File: src/hw/rtl/btb_pkg.sv
// Shared word formats, controller/datapath command and status types, and constants.
package btb_pkg;

   localparam int FIELD_ADDR_BITS = 48;
   localparam int LEN_BITS        = 4;
   localparam int HIST_BITS       = 7;
   localparam int CSR_DATA_BITS   = 32;
   localparam int CSR_ADDR_BITS   = 3;

   // Register index, taken from paddr bit 2 (byte address 4*i).
   localparam logic CSR_INDEX_MODE = 1'b0;

   typedef struct packed {
      logic                       op;
      logic [FIELD_ADDR_BITS-1:0] pc;
      logic [FIELD_ADDR_BITS-1:0] actual_target;
      logic [LEN_BITS-1:0]        instr_length;
      logic                       taken;
   } req_word_type;

   typedef struct packed {
      logic [FIELD_ADDR_BITS-1:0] predicted_target;
      logic                       hit;
      logic                       mispredict;
   } rsp_word_type;

   typedef struct packed {
      logic accept;
      logic start_index;
      logic index_step;
      logic read;
      logic scan_step;
      logic write;
      logic clear_write;
      logic load_out;
   } btb_cmd_type;

   typedef struct packed {
      logic is_lookup;
      logic index_done;
      logic scan_last;
      logic clear_last;
   } btb_status_type;

endpackage

File: src/hw/rtl/btb_ctrl.sv
// Controller: sequences the clearing pass, index, read, way scan, write-back and result.
module btb_ctrl (
   input  logic                    clock,
   input  logic                    reset,
   input  logic                    req_valid,
   output logic                    req_stall,
   output logic                    rsp_valid,
   input  logic                    rsp_stall,
   input  btb_pkg::btb_status_type status,
   output btb_pkg::btb_cmd_type    cmd
);
   import btb_pkg::*;

   typedef enum logic [5:0] {
      ST_CLEAR = 6'b000001,
      ST_IDLE  = 6'b000010,
      ST_INDEX = 6'b000100,
      ST_SCAN  = 6'b001000,
      ST_WRITE = 6'b010000,
      ST_HOLD  = 6'b100000
   } state_type;

   state_type state_ff, state_in;
   logic      rsp_valid_ff, rsp_valid_in;
   logic      out_free;

   assign out_free = !rsp_valid_ff || !rsp_stall;

   always_comb begin
      state_in = state_ff;
      cmd      = '0;
      unique case (state_ff)
         ST_CLEAR: begin
            cmd.clear_write = 1'b1;
            if (status.clear_last) begin
               state_in = ST_IDLE;
            end
         end
         ST_IDLE: begin
            if (req_valid) begin
               cmd.accept = 1'b1;
               if (status.is_lookup) begin
                  cmd.start_index = 1'b1;
                  state_in        = ST_INDEX;
               end
            end
         end
         ST_INDEX: begin
            if (status.index_done) begin
               cmd.read = 1'b1;
               state_in = ST_SCAN;
            end else begin
               cmd.index_step = 1'b1;
            end
         end
         ST_SCAN: begin
            cmd.scan_step = 1'b1;
            if (status.scan_last) begin
               state_in = ST_WRITE;
            end
         end
         ST_WRITE: begin
            cmd.write = 1'b1;
            if (out_free) begin
               cmd.load_out = 1'b1;
               state_in     = ST_IDLE;
            end else begin
               state_in = ST_HOLD;
            end
         end
         ST_HOLD: begin
            if (out_free) begin
               cmd.load_out = 1'b1;
               state_in     = ST_IDLE;
            end
         end
         default: begin
            state_in = ST_IDLE;
         end
      endcase
   end

   always_comb begin
      if (cmd.load_out) begin
         rsp_valid_in = 1'b1;
      end else if (!rsp_stall) begin
         rsp_valid_in = 1'b0;
      end else begin
         rsp_valid_in = rsp_valid_ff;
      end
   end

   always_ff @(posedge clock) begin
      if (reset) begin
         state_ff     <= ST_CLEAR;
         rsp_valid_ff <= 1'b0;
      end else begin
         state_ff     <= state_in;
         rsp_valid_ff <= rsp_valid_in;
      end
   end

   assign req_stall = state_ff != ST_IDLE;
   assign rsp_valid = rsp_valid_ff;

endmodule

File: config.mk
export PLATFORM = sky130hd
export DESIGN_NAME = btb_ctrl
export DESIGN_NICKNAME = d
export VERILOG_FILES = /design/src/hw/rtl/btb_pkg.sv /design/src/hw/rtl/btb_ctrl.sv
export SDC_FILE = /design/constraint.sdc
export NUM_CORES = 1
export LEC_CHECK = 0
export BUFFER_PORTS_ARGS = -buffer_cell sky130_fd_sc_hd__buf_2
export CELL_PAD_IN_SITES_DETAIL_PLACEMENT = 2
export CELL_PAD_IN_SITES_GLOBAL_PLACEMENT = 2
export CORE_UTILIZATION = 21
export DETAILED_ROUTE_END_ITERATION = 7
export PLACE_DENSITY = 0.8
export SYNTH_ARGS = -nofsm -noshare
export SYNTH_HDL_FRONTEND = slang
export SYNTH_SLANG_ARGS = --single-unit
File: constraint.sdc
create_clock -name clock -period 1.3 [get_ports clock]
set_input_delay 0.13 -clock clock [delete_from_list [all_inputs] [get_ports clock]]
set_output_delay 0.13 -clock clock [all_outputs]
set_load 0.03 [all_outputs]
# After elaboration in Yosys (flattened, before gate mapping)
# Cells that the tools add are included.
# totals
regBits,7
output_inout_bits,10
wordCells,42
# classes
n_eq_ne,14
mux,21
reduce_logical,5
# op_table
cell,count
$mux 6,7
$pmux 6 s6,1
$ne 2x2->1 const B,6
$mux 1,10
$eq 6x1->1 const B,1
$eq 6x2->1 const B,1
$eq 6x3->1 const B,1
$eq 6x4->1 const B,1
$eq 6x5->1 const B,1
$eq 6x6->1 const B,1
$mux 2,3
$ne 6x2->1 const B,1
$reduce_and 6->1,1
$logic_not 1->1,2
$ne 2x1->1 const B,1
$reduce_or 2->1,1
$logic_or 1x1->1,1

# Depth between registers and ports, before layout
# Gate-level depths: netlist of the first run.
# depth
depth_word,5
mapped_depth,4
ltp_nobuf,4

# Least setup slack after synthesis of the first run
# OpenSTA, ideal clock, no wires.
# synth_timing
kind,reg-to-output
start,register state_ff[2]
end,output port cmd[1] (netlist bit)
t_arrival_ns,1.345
setup_slack_ns,-0.175
stages_incl_launch_ff,3
n_path_buf,0
cell_sequence,dfxtp_1 -> or4_4 -> nor2_1
# synth_lines
item,line,rtl
from (decl),btb_ctrl.sv:23,"state_type state_ff, state_in;"
from (signal assigned),btb_ctrl.sv:98,state_ff <= state_in;
to (decl),btb_ctrl.sv:10,output btb_pkg::btb_cmd_type cmd

==> impl_metrics.json, run 1 <==
{
  "status": "finished, violations left",
  "violations": "setup timing",
  "drtIter0Drc": 7,
  "clkLatencyLatePin_ps": 270,
  "die_area_sq_mm": 0.00208,
  "placement_rows": 15,
  "seq_area_sq_um": 151,
  "crit_chain": "or4_4 -> buf_4 -> nor2_2 -> buf_6",
  "end_kind": "primary output",
  "power_frac_seq_pct": 37.1,
  "cts.sinks": 7,
  "layout_common_cells": "buf_6, buf_4, buf_2",
  "netlist_area_sq_um": 399,
  "whs_ps": 80.6,
  "synth_simple_gate_area_share_pct": 37.6,
  "clkSlewWorstSetupHoldPaths_ps": 70,
  "synthCells": 47,
  "syn_to_final_growth_pct": 116,
  "ant_nets": 0,
  "via_per_inst": 4.65,
  "dp_cells": 99,
  "vias": 511,
  "path_buf_inv": 2,
  "final_core_util_pct": 49.3,
  "numCtsBuffers": 3,
  "filler_cell_count": 184,
  "hold_path_end": "state_ff[0]",
  "grt_pass1_vias": 619,
  "yosysTopAreaCell": "dfxtp_1",
  "grt_use_met3_pct": 4.76,
  "use_met1_pct": 23.2,
  "finClkSkew_ps": 8.60,
  "critPathMaxStageDelay_ps": 560,
  "hold_path_class": "input pin to register",
  "ys_warn_count": 0,
  "antenna_found_initial": 0,
  "drive_above_1_share_pct": 74.1,
  "cp-start-kind": "register",
  "drt_wl_total_mm": 2.10,
  "wl_per_cell_microns": 19.1,
  "synth-seq-area-share_pct": 35.1,
  "synthXorXnorAreaFrac_pct": 4.39,
  "grt.met2_usage_pct": 40.9,
  "grt_max_degree": 7,
  "synth_adder_area_share_pct": 0,
  "worst_pin_slew_ps": 299,
  "syn_nets": 55,
  "worstPathRequired_ps": 1170,
  "synthMuxAreaShare_pct": 0,
  "drt-pass1-iter-count": 2,
  "path_class": "register to primary output",
  "synth_top_family_by_area": "simple AND/OR/NAND/NOR gates",
  "crit_arrival_ps": 1630,
  "rsz0062_at_grt": "yes",
  "fin_cells": 110,
  "drv_slew": 0,
  "grt-busiest-layer": "met2",
  "synthTopCellsByArea": "dfxtp_1, o21a_1, nor4_1, xor2_1, a21oi_1",
  "reg2reg_depth": 7,
  "maxCapViolCount": 0,
  "die_w_microns": 45.6,
  "swShare_pct": 34.0,
  "crit_path_max_fanout": 2,
  "ys.flop_type": "dfxtp_1",
  "setup_ws_ps": -465,
  "rrSetupSlack_ps": -300,
  "min_period_over_period_pct": 136,
  "leakage_uw": 0.000392,
  "fin_crit_ps": 1760,
  "crit_family": "simple AND/OR/NAND/NOR gates",
  "fmax_ghz": 0.567,
  "clock-root-buffer": "clkbuf_4",
  "synth_edf_count": 0,
  "slew_headroom_pct": 79.9,
  "tns_ps": -3530,
  "drc_errors": 0,
  "rr_startpoint": "state_ff[5]",
  "synth.distinct_cells": 27,
  "hpwl_mm": 1.23,
  "p_int_uw": 439,
  "async_reset_ff_share_pct": 0,
  "track_usage_pct": 22.0,
  "pwr_density_cell_mw_per_mm2": 774,
  "postCtsHoldBufs": 0,
  "cts_buffer_depth": 2,
  "cp_slowest_cell": "or4_4",
  "min_path_cells": 2,
  "r2r-end": "state_ff[2]",
  "combPwrFrac_pct": 28.8,
  "synth_top_area_share_pct": 35.1,
  "synth_compound_area_share_pct": 18.2,
  "irDropWorstVdd_mv": 0.576,
  "io_buffers": 17,
  "hold_violations": 0,
  "grt_pass1_wl_mm": 3.06,
  "final_common_cell": "buf_6",
  "start_util_pct": 22.9,
  "place_congestion": 0.783,
  "p_clk_share_pct": 34.1,
  "ioPinCount": 18,
  "die_h_microns": 45.6,
  "synth.avg_cell_area_sq_um": 8.49,
  "cts_tree": "built",
  "h-tree-depth": 1,
  "cp-startpoint": "state_ff[5]",
  "p_switching_uw": 227,
  "layout.nets": 94,
  "num_antenna_cells": 0,
  "gr-total-overflow": 0,
  "hp-start": "status[0]",
  "ys_ff_latch": 7,
  "final-setup-viol-count": 15,
  "multiInputGateArea_sq_um": 345,
  "design.core.area_sq_mm": 0.00175
}
-- per-layer routing --
metal	share of wire (%)	wire length, microns
met1	42	884
met2	54	1140
met3	2.8	58
met4	0.67	14
met5	0	0
-- synth_stat cells (all sizes together), types with 2 or more instances --
master / number
xor2: 2
nor4: 3
nor3: 2
and3b: 2
a21oi: 3
and2: 3
dfxtp: 7
nor2: 5
nand2: 2
inv: 3
o21a: 3
-- registers in the layout, indices dropped and copies added, names as in the netlist --
| register | cells |
|---|---|
| state_ff | 6 |
| rsp_valid | 1 |
-- worst max path at each step --
stage	cells past startpoint	slack, ps	endpoint
4_1_cts	4	-370	cmd[6]
2_1_floorplan	3	-70	cmd[7]
6_report	4	-460	cmd[1]
3_5_place_dp	5	-150	cmd[5]
5_1_grt	4	-480	cmd[1]
3_3_place_gp	4	-130	cmd[6]
-- repair_timing --
item / in CTS / in global routing
pin swaps: 10 / 6
gates resized for setup: 40 / 8
endpoints found under the setup margin: 15 / 16
buffers inserted: 9 / 3
-- per-stage QoR --
step	setup slack (ps)	total power (uW)	area, sq um
final	-465	666	861
after global routing	-484	692	861
after CTS	-374	628	812
after detailed placement	-154	379	599
after global placement	-131	368	599
after floorplan	-66.5	318	408
-- cell families after synthesis --
logic type / after synthesis
AND/OR/NAND/NOR: 23
flip-flops: 7
buffers and inverters: 4
AO/OA/AOI/OAI: 11
XOR/XNOR: 2
-- cell type report --
class                      count  area share, %
timing repair buffer          35           34.3
sequential                     7           17.6
clock buffer                   4           3.05
inverter                       3           1.31
multi-input combinational     36           40.1
tap                           25           3.63
-- power by group through the flow --
| stage | sequential (uW) | clock (uW) | combinational, uW |
|---|---|---|---|
| 2_1_floorplan | 237 | 0 | 80.8 |
| 3_3_place_gp | 238 | 0 | 130 |
| 3_5_place_dp | 239 | 0 | 139 |
| 4_1_cts | 246 | 205 | 177 |
| 5_1_grt | 249 | 242 | 201 |
| 6_report | 247 | 227 | 192 |
Power figures use the tool's default switching activity.
==> run 2: changes to the inputs <==
Settings changed: CAP_MARGIN set to 20, CELL_PAD_IN_SITES_DETAIL_PLACEMENT 2 to 1, CELL_PAD_IN_SITES_GLOBAL_PLACEMENT 2 to 1, CORE_UTILIZATION 21 to 27, PLACE_DENSITY 0.8 to 0.79.
==> run 2 against run 1 <==
Effect of this change:
- the flow still finishes with violations (setup timing)
- fmax rose by 4.2%
- sequential cell count did not move
- sequential share of layout area rose by 2.3 points
- sequential power barely moved
- register-to-register slack improved by 110 ps
- critical path depth did not move
- clock skew barely moved
- highest routed layer unchanged
- clock-buffer cell count did not move
- critical endpoint is now cmd[7]
- via count fell by 2.7%
- core utilization rose by 7.7 points
- global-route usage fell by 3.0 points
- die area fell by 21%
==> impl_metrics.json, run 2 (synthesis results as in run 1) <==
{
  "status": "finished, violations left",
  "rrSetupSlack_ps": -190,
  "cp.depth": 4,
  "final-setup-viol-count": 13,
  "critPathMaxStageDelay_ps": 520,
  "postCtsHoldBufs": 0,
  "syn_to_final_growth_pct": 90.6,
  "fmax_ghz": 0.590,
  "top_layer": "met4",
  "tns_ps": -2920,
  "layout.nets": 89,
  "finClkSkew_ps": 8.58,
  "grt_max_degree": 7,
  "die_h_microns": 40.5,
  "power.total_uw": 623,
  "drt-pass1-iter-count": 2,
  "grt_pass1_vias": 458,
  "design.core.area_sq_mm": 0.00133,
  "pwr_density_cell_mw_per_mm2": 819,
  "ioPinCount": 18,
  "via_per_inst": 5.23,
  "die_area_sq_mm": 0.00164,
  "final_common_cell": "buf_4",
  "irDropWorstVdd_mv": 0.499,
  "hp-start": "status[0]",
  "gr-total-overflow": 0,
  "cts_tree": "built",
  "drv_slew": 0,
  "wl_met3_microns": 45,
  "largest_register_ffs": 6,
  "layout_common_cells": "buf_4, buf_6, buf_2, clkbuf_4",
  "antenna_found_initial": 0,
  "clkSlewWorstSetupHoldPaths_ps": 50,
  "rr_startpoint": "state_ff[3]",
  "min_period_over_period_pct": 130,
  "crit_family": "simple AND/OR/NAND/NOR gates",
  "routed-wl-met2_microns": 897,
  "maxCapViolCount": 0,
  "vias": 497,
  "rsz0062_at_grt": "yes",
  "final_area_sq_um": 761,
  "start_util_pct": 29.9,
  "slew_headroom_pct": 71.7,
  "drtIter0Drc": 3,
  "drc_errors": 0,
  "fin_crit_ps": 1690,
  "setup_ws_ps": -393,
  "cp-start-kind": "register",
  "grt_pass1_wl_mm": 1.97,
  "clock-root-buffer": "clkbuf_4",
  "place_worst_setup_slack_ps": -144,
  "ant_nets": 0,
  "worst_pin_slew_ps": 421,
  "cp-startpoint": "state_ff[4]",
  "violations": "setup timing",
  "crit_arrival_ps": 1560,
  "path_buf_inv": 1,
  "cp_slowest_cell": "or4_4",
  "numCtsBuffers": 3,
  "end_kind": "primary output",
  "track_usage_pct": 18.9,
  "clkLatencyLatePin_ps": 260,
  "wl_met1_microns": 625,
  "io_buffers": 17,
  "crit_path_max_fanout": 4,
  "die_w_microns": 40.5,
  "reg2reg_depth": 5,
  "hold_violations": 0,
  "leakage_uw": 0.000350,
  "placedInstanceArea_sq_um": 572,
  "cts.sinks": 7,
  "drive_above_1_share_pct": 72.5,
  "crit_chain": "or4_4 -> nor2_4 -> and2_2 -> buf_6",
  "path_class": "register to primary output",
  "cts_buffer_depth": 2,
  "top_register": "state_ff",
  "wl_per_cell_microns": 16.9,
  "endpoint": "cmd[7]",
  "h-tree-depth": 1,
  "num_antenna_cells": 0,
  "hpwl_microns": 891,
  "worstPathRequired_ps": 1170,
  "placement_rows": 13,
  "drt_wl_total_mm": 1.61,
  "r2r-end": "state_ff[1]",
  "hold_path_class": "input pin to register",
  "place_congestion": 0.705
}
## run 2: repair_timing
action / 4_1_cts / 5_1_grt
resized for setup: 22 / 18
setup buffers: 3 / 2
gates cloned: 0 / 0
endpoints found under the setup margin: 12 / 16
pin swaps: 6 / 7
## run 2: routing by layer
layer  GRT usage [%]  vias to the layer above
met3            5.00                        5
met5               0                        -
met2            33.3                       15
met1            21.2                      242
met4            7.50                        0
li1                -                      235
## run 2: worst reg2reg max path, stage by stage, from the launching register on
cell and delay [ps]:
dfxtp_2 330, buf_6 130, buf_4 130, nor4_1 410, a21oi_2 130, a22o_1 250
## run 2: area by class of cell
type                    count  area (sq um)
well taps                  15          18.8
fillers                   163           573
inverters                   3          11.3
flip-flops and latches      7           151
clock buffers               4          26.3
multi-input cells          36           310
repair buffers             30           243
## run 2: power breakdown
group	total, uW	internal (uW)	switching, uW
registers	245	226	19.6
clock network	201	117	83.7
logic	177	89.7	86.9
total	623	433	190
## run 2: how the worst min path moves through the flow
stage	endpoint	slack, ps	cells past startpoint
2_1_floorplan	rsp_valid	200	1
3_3_place_gp	state_ff[0]	340	2
3_5_place_dp	state_ff[0]	340	2
4_1_cts	state_ff[0]	80	2
5_1_grt	state_ff[0]	80	2
6_report	state_ff[0]	80	2
## run 2: metrics by stage
step / cells / hold slack [ps] / util [%]
floorplan: 47 / 199 / -
global placement: 87 / 335 / 42.9
detailed placement: 87 / 345 / 42.9
CTS: 94 / 78.4 / 52.1
global route: 95 / 79.4 / 57.0
finish: 95 / 78.1 / 57.0
==> run 3: changes to the inputs <==
Settings changed: CTS_BUF_LIST set to sky130_fd_sc_hd__clkbuf_16.
==> run 3 against run 2 <==
Effect of this change:
- the run still ends with setup timing left
- wire length grew 2.5%
- register-to-register slack barely moved
- cell count is the same
- non-clock buffer count unchanged
- design area is 8.2% higher
- core utilization is 4.7 points higher
- sequential power barely moved
- clock skew shrank 8.0 ps
- via count decreased by 3.8%
- critical path type unchanged
==> impl_metrics.json, run 3 (synthesis results as in run 1) <==
{
  "power.total_uw": 956,
  "pwr_density_cell_mw_per_mm2": 1160,
  "grt_pass1_wl_mm": 2.17,
  "h-tree-depth": 1,
  "min_period_over_period_pct": 127,
  "cts_tree": "built",
  "num_antenna_cells": 0,
  "hold_violations": 0,
  "fmax_ghz": 0.608,
  "reg2reg_depth": 6,
  "drc_errors": 0,
  "clkLatencyLatePin_ps": 230,
  "drt_wl_total_mm": 1.65,
  "path_class": "register to primary output",
  "design.core.area_sq_mm": 0.00133,
  "grt_pass1_vias": 467,
  "antenna_found_initial": 0,
  "maxCapViolCount": 0,
  "placement_rows": 13,
  "rsz0062_at_grt": "yes",
  "die_area_sq_mm": 0.00164,
  "drtIter0Drc": 1,
  "gr-total-overflow": 0,
  "cts.sinks": 7,
  "finClkSkew_ps": 0.528,
  "end_kind": "primary output",
  "status": "finished, violations left",
  "ioPinCount": 18,
  "hpwl_microns": 891,
  "cp-start-kind": "register",
  "drive_above_1_share_pct": 70.0,
  "irDropWorstVdd_mv": 0.667,
  "largest_register_ffs": 6,
  "ant_nets": 0,
  "start_util_pct": 29.9,
  "postCtsHoldBufs": 0,
  "die_h_microns": 40.5,
  "slew_headroom_pct": 79.3,
  "drv_slew": 0,
  "filler_cell_count": 156,
  "syn_to_final_growth_pct": 106,
  "clkSlewWorstSetupHoldPaths_ps": 40,
  "numCtsBuffers": 3,
  "final-setup-viol-count": 16,
  "layout.nets": 89,
  "vias": 478,
  "fin_crit_ps": 1650,
  "place_congestion": 0.705,
  "cts_buffer_depth": 2,
  "violations": "setup timing",
  "track_usage_pct": 21.1,
  "die_w_microns": 40.5,
  "layout_common_cells": "buf_6, buf_4, buf_2, inv_1",
  "clock-root-buffer": "clkbuf_16",
  "top_register": "state_ff",
  "worst_pin_slew_ps": 307,
  "setup_ws_ps": -345,
  "wl_per_cell_microns": 17.4,
  "rrSetupSlack_ps": -190,
  "io_buffers": 17,
  "worstPathRequired_ps": 1170,
  "crit_path_max_fanout": 4,
  "min_path_cells": 2,
  "grt_max_degree": 7,
  "via_per_inst": 5.03,
  "hold_path_class": "input pin to register",
  "leakage_uw": 0.000385,
  "drt-pass1-iter-count": 2,
  "crit_arrival_ps": 1520,
  "tns_ps": -2770
}
run 3: final cells by class:
class	count	area, sq um	share of cell area [%]
Inverter	3	11.3	1.37
Sequential cell	7	151	18.4
Timing Repair Buffer	30	246	29.9
Multi-Input combinational cell	36	317	38.4
Clock inverter	1	3.75	0.456
Clock buffer	3	75.1	9.12
Tap cell	15	18.8	2.28
run 3: worst paths after layout:
kind / start / to
setup / recovery: state_ff[3] / cmd[6]
hold / removal: status[0] / state_ff[0]
setup reg to reg: state_ff[0] / state_ff[1]
hold reg to reg: rsp_valid / state_ff[5]
run 3: power breakdown:
| group | total [uW] | switching (uW) | internal (uW) |
|---|---|---|---|
| clock network | 518 | 118 | 400 |
| logic | 192 | 89.4 | 102 |
| registers | 246 | 19.3 | 227 |
| total | 956 | 227 | 729 |
run 3: through the flow:
step                      hold slack [ps]  instances  instance area (sq um)  setup slack [ps]  util (%)
after floorplan                       199         47                    408             -66.5         -
after global placement                335         87                    572              -127      42.9
after detailed placement              345         87                    572              -144      42.9
after CTS                             104         92                    733              -374      55.0
after global routing                  122         95                    823              -380      61.7
final                                 112         95                    823              -345      61.7
run 3: repair_timing:
item	in CTS	in global routing
hold endpoints to repair	0	0
setup buffers	1	4
setup endpoints to repair	15	16
gates resized for setup	23	19
pin swaps	4	11
run 3: critical path: stages, from the launching register on:
cell and delay, ps:
dfxtp_1 300, or4_4 560, nor2_4 140, and2_4 160
buf_6 120
run 3: metal layers:
layer  vias up  track usage [%]  part of all wire [%]
li1        236                -                     -
met5         -                0                     0
met2        13             36.9                    55
met4         0             5.00                   1.0
met1       227             24.4                    41
met3         2             6.67                   2.7
